**src/rtl/core/pug_pkg.sv**
```systemverilog
`timescale 1ns / 1ps
package pug_pkg;
    localparam logic [31:0] MUL_CONST  = 32'hD256D193;
    localparam logic [31:0] WEYL_CONST = 32'h9E3779B9;

    typedef struct packed {
        logic [31:0] c0;
        logic [31:0] c1;
        logic [31:0] k0;
    } lane_t;
endpackage

```
**src/rtl/core/pug_round_cell.sv**
```systemverilog
`timescale 1ns / 1ps
module pug_round_cell (
    input  logic            aclk,
    input  logic            aresetn,
    input  logic            en,
    input  logic            in_valid,
    input  pug_pkg::lane_t  in_lane,
    input  logic [31:0]     k1,
    output logic            out_valid,
    output pug_pkg::lane_t  out_lane
);
    logic [63:0]    prod;
    pug_pkg::lane_t lane_next;
    pug_pkg::lane_t lane_reg;
    logic           valid_reg;

    assign prod = {32'd0, in_lane.c0} * {32'd0, pug_pkg::MUL_CONST};

    always_comb begin
        lane_next.c0 = prod[63:32] ^ in_lane.c1 ^ in_lane.k0;
        lane_next.c1 = prod[31:0];
        lane_next.k0 = in_lane.k0 + pug_pkg::WEYL_CONST + k1;
    end

    always_ff @(posedge aclk) begin
        if (!aresetn) begin
            valid_reg <= 1'b0;
        end else if (en) begin
            valid_reg <= in_valid;
        end
        if (en) begin
            lane_reg <= lane_next;
        end
    end

    assign out_valid = valid_reg;
    assign out_lane  = lane_reg;
endmodule

```
**config.mk**
```make
export PLATFORM = sky130hd
export DESIGN_NAME = pug_round_cell
export DESIGN_NICKNAME = d
export VERILOG_FILES = /design/src/rtl/core/pug_pkg.sv /design/src/rtl/core/pug_round_cell.sv
export SDC_FILE = /design/constraint.sdc
export NUM_CORES = 1
export LEC_CHECK = 0
export CAP_MARGIN = 20
export CORE_MARGIN = 5
export CORE_UTILIZATION = 45
export DETAILED_ROUTE_END_ITERATION = 8
export DONT_BUFFER_PORTS = 1
export SETUP_SLACK_MARGIN = 0.15
export SLEW_MARGIN = 20
export SYNTH_ARGS = -nofsm -noshare
export SYNTH_HDL_FRONTEND = slang
export SYNTH_SLANG_ARGS = --single-unit
```
**constraint.sdc**
```tcl
create_clock -name aclk -period 20.4 [get_ports aclk]
set_clock_uncertainty 0.15 [all_clocks]
set_input_delay 1.02 -clock aclk [delete_from_list [all_inputs] [get_ports aclk]]
set_output_delay 1.02 -clock aclk [all_outputs]
set_load 0.005 [all_outputs]
```
# Word-level counts from Yosys, hierarchy flattened
# Index checks and enable logic that the tools add are counted.
# op_classes
n_addsub	2
mul	1
n_bitwise	2
# op_table
operator	n
$mul A32 B32 Y64 const B	1
$xor A32 B32 Y32	2
$add A32 B32 Y32	1
$add A32 B32 Y32 const B	1
# word_totals
reg_bits	97
in_bits	132
out_inout_bits	97
elab_cells	9

# Depth between registers and ports, before layout
# logic_depth
word_depth	3
depth_mapped	28
depth_no_buf	27

# Least setup slack after synthesis
# No wires, ideal clock.
# synth_path
path_kind	input port to flip-flop
startpoint	in in_lane[83] (netlist bit)
endpoint	reg lane_reg, in the netlist out_lane[95], data pin
setup_time_ns	0.259
t_arrival_ns	6.947
required_time_ns	19.991
slack_ns	13.043
cell_stages	24
n_path_buf	1
cell_sequence	ha_1 fa_1 inv_1 fa_1 fa_1 inv_1 fa_1 fa_1 fa_1 inv_1 fa_1 inv_1 ha_1 clkbuf_1 nand2_1 nor2_1 nand3_1 or4_1 o2111ai_1 a31oi_1 o21ai_2 a31oi_1 o21bai_1 xnor2_1
# synth_lines
item	line	rtl
from (decl)	pug_round_cell.sv:7	input pug_pkg::lane_t in_lane,
to (signal assigned)	pug_round_cell.sv:32	lane_reg <= lane_next;
to (decl)	pug_round_cell.sv:14	pug_pkg::lane_t lane_reg;

==> flow_summary.toml <==
[floorplanning]
top_level_ports = 229
die-width_um = 238
die_area_um2 = 56500
core_area_um2 = 51300
row_count = 83
start_util_pct = 45.5
die_y_um = 238

[global_routing]
grt_pass1_wl_mm = 94.9
grt_pass1_vias = 16900
grt.overflow.total = 0
grt_max_degree = 98
antenna_found_initial = 1
grt_usage_pct = 21.9

[synth]
syn_inst = 2287
synthFlopType = "edfxtp_1"
synth-async-reset-ratio_pct = 0
ys_seq_area_share_pct = 12.4
synth_edf_count = 96
synth_top_cells_by_area = "fa_1 (31%), ha_1 (26%), edfxtp_1 (12%), inv_1 (11%), xnor2_1 (5.0%)"
synth_top_cell_area_share_pct = 31.4
netlist_area_um2 = 23300
synth_seq_cells = 97
syn-mean-instance-area_um2 = 10.2
yosys_warnings = 0
yosys.area.top_type = "fa_1"
syn_nets = 3266
ys_types = 66

[clock_tree]
hold_buffers = 0
clk_latency_ps = 360
cts_root_buf = "clkbuf_16"
clockBufferDepth = 2
htreeDepth = 3
numCtsBuffers = 9
cts_resized = 0
cts_tree = "built"
clk_pin_slew_ps = 70
postCtsSetupRepairBufs = 0
cts.sinks = 97

[worst_hold_path]
min_path_type = "reg -> reg"
min_from = "out_valid"

[worst_setup_path]
start_kind = "input port"
cp-end-kind = "flip-flop"
worstPathArrival_ps = 7760
path_max_fanout = 13
rrSetupSlack_ps = 19640
worstSetupStartpoint = "in_lane[75]"
r2r-start = "out_valid"
path_class = "in -> reg"
critPathRequiredTime_ps = 20370

[timing]
hold_violations = 0
setup_violations = 0
timing.final.max_slew_violations = 0
finalCritPeriodShare_pct = 38.2
slew_headroom_pct = 58.3
rsz0062_at_grt = "false"
layout_setup_ws_ps = 12600
fin_setup_tns_ps = 0
worst_pin_slew_ps = 621
fmax_mhz = 128
fin_crit_ps = 7800

[place]
place_ws_ps = 12300
port_buffers = 0
dp_hpwl_mm = 54.0
placed_area_um2 = 24100
place_congestion = 0.966

[layout]
antenna_cells = 0
syn2layout_area_growth_pct = 4.31
fin_area_um2 = 24300
drive_gt1_share_pct = 1.49
final_nets = 3258

[route]
vias = 15500
wire_per_inst_um = 20.7
drtIter0Drc = 813
vias_per_cell = 5.23
wirelength_mm = 61.4
ant_nets = 0
drc = 0
first_pass_iters = 5

[run_status]
status = "complete, no violations"

[job]
maxCapViolCount = 0
-- kinds of logic (layout without fill, tap and decap cells) --
kind of cell               count (synthesis)  after routing  synth area share (%)
adders and majority gates                847            847                  57.2
buffers and inverters                    692            688                  11.3
AOI/OAI and AO/OA                        303            303                  8.60
xor gates and xnor gates                 178            178                  6.68
and+or+nand+nor                          169            169                  3.72
DFF                                       97             97                  12.4
muxes                                      1              1                0.0429
-- critical path, cell delays in order --
cell,delay (ps)
ha_1,370
xor2_1,180
ha_1,200
a21oi_1,160
fa_1,470
fa_1,520
inv_1,70
fa_1,550
fa_1,430
fa_1,490
inv_1,50
fa_1,480
inv_1,40
ha_1,390
a21o_1,230
a31oi_1,230
nand4b_1,140
o21a_1,220
o31ai_1,370
nand2_1,220
a21oi_1,310
o21ai_1,200
a41oi_1,290
xnor2_1,110
-- registers in the layout, indices dropped and copies added, names as in the netlist --
| name | flops |
|---|---|
| out_lane | 96 |
| out_valid | 1 |
-- path summary, 6_finish.rpt --
path / endpoint / cells after the start
setup / recovery: out_lane[93] / 24
hold / removal: out_valid / 2
setup reg to reg: out_valid / 2
hold reg to reg: out_valid / 2
-- per-layer routing --
metal | track usage, % | wire length (µm) | up-vias
met2 | 40.7 | 32800 | 392
met1 | 25.2 | 23300 | 7778
met3 | 5.15 | 3490 | 72
met5 | 0 | 0 | -
li1 | - | - | 7247
met4 | 5.70 | 1750 | 0
-- per-stage QoR --
step | instances | util, % | hold slack, ps
after floorplan | 2287 | - | 357
after global placement | 2948 | 46.9 | 384
after detailed placement | 2948 | 46.9 | 398
after CTS | 2963 | 47.4 | 408
after global routing | 2963 | 47.4 | 456
final | 2963 | 47.4 | 399
-- final cells by class --
type / count / area (µm²)
Clock buffer: 10 / 229
Multi-Input combinational cell: 1498 / 17800
Clock inverter: 5 / 38.8
Inverter: 673 / 2530
Tap cell: 680 / 851
Fill cell: 4928 / 27000
Sequential cell: 97 / 2900
-- cell usage in the layout (no fill, tap or decap), types with 4 or more instances in the layout --
cell / synthesis / routed
nand2b_1: 4 / 4
inv_1: 673 / 673
a21o_1: 60 / 60
a211oi_1: 8 / 8
o21bai_1: 19 / 19
nand4_1: 18 / 18
nand2_1: 53 / 53
o31a_1: 4 / 4
a211o_1: 4 / 4
xor2_1: 45 / 45
o21ai_1: 5 / 5
a22oi_1: 4 / 4
edfxtp_1: 96 / 96
nand3_1: 13 / 13
and3_1: 14 / 14
nor3_1: 5 / 5
or2_2: 5 / 5
o21a_1: 8 / 8
fa_1: 366 / 366
a21oi_1: 97 / 97
and2_1: 7 / 7
xnor2_1: 133 / 133
and4_1: 4 / 4
o21ai_0: 35 / 35
ha_1: 481 / 481
o31ai_1: 5 / 5
clkbuf_16: 0 / 9
nor2_1: 30 / 30
a31oi_1: 21 / 21
nor2b_1: 6 / 6
a21boi_0: 5 / 5
-- cells in the mapped netlist, types with 14 or more instances --
library cell / number
inv_1: 673
ha_1: 481
fa_1: 366
xnor2_1: 133
a21oi_1: 97
edfxtp_1: 96
a21o_1: 60
nand2_1: 53
xor2_1: 45
o21ai_0: 35
nor2_1: 30
a31oi_1: 21
o21bai_1: 19
nand4_1: 18
and3_1: 14
Power is not shown: default switching activity piles up to over one toggle a cycle in this logic, so the estimate is an artifact.
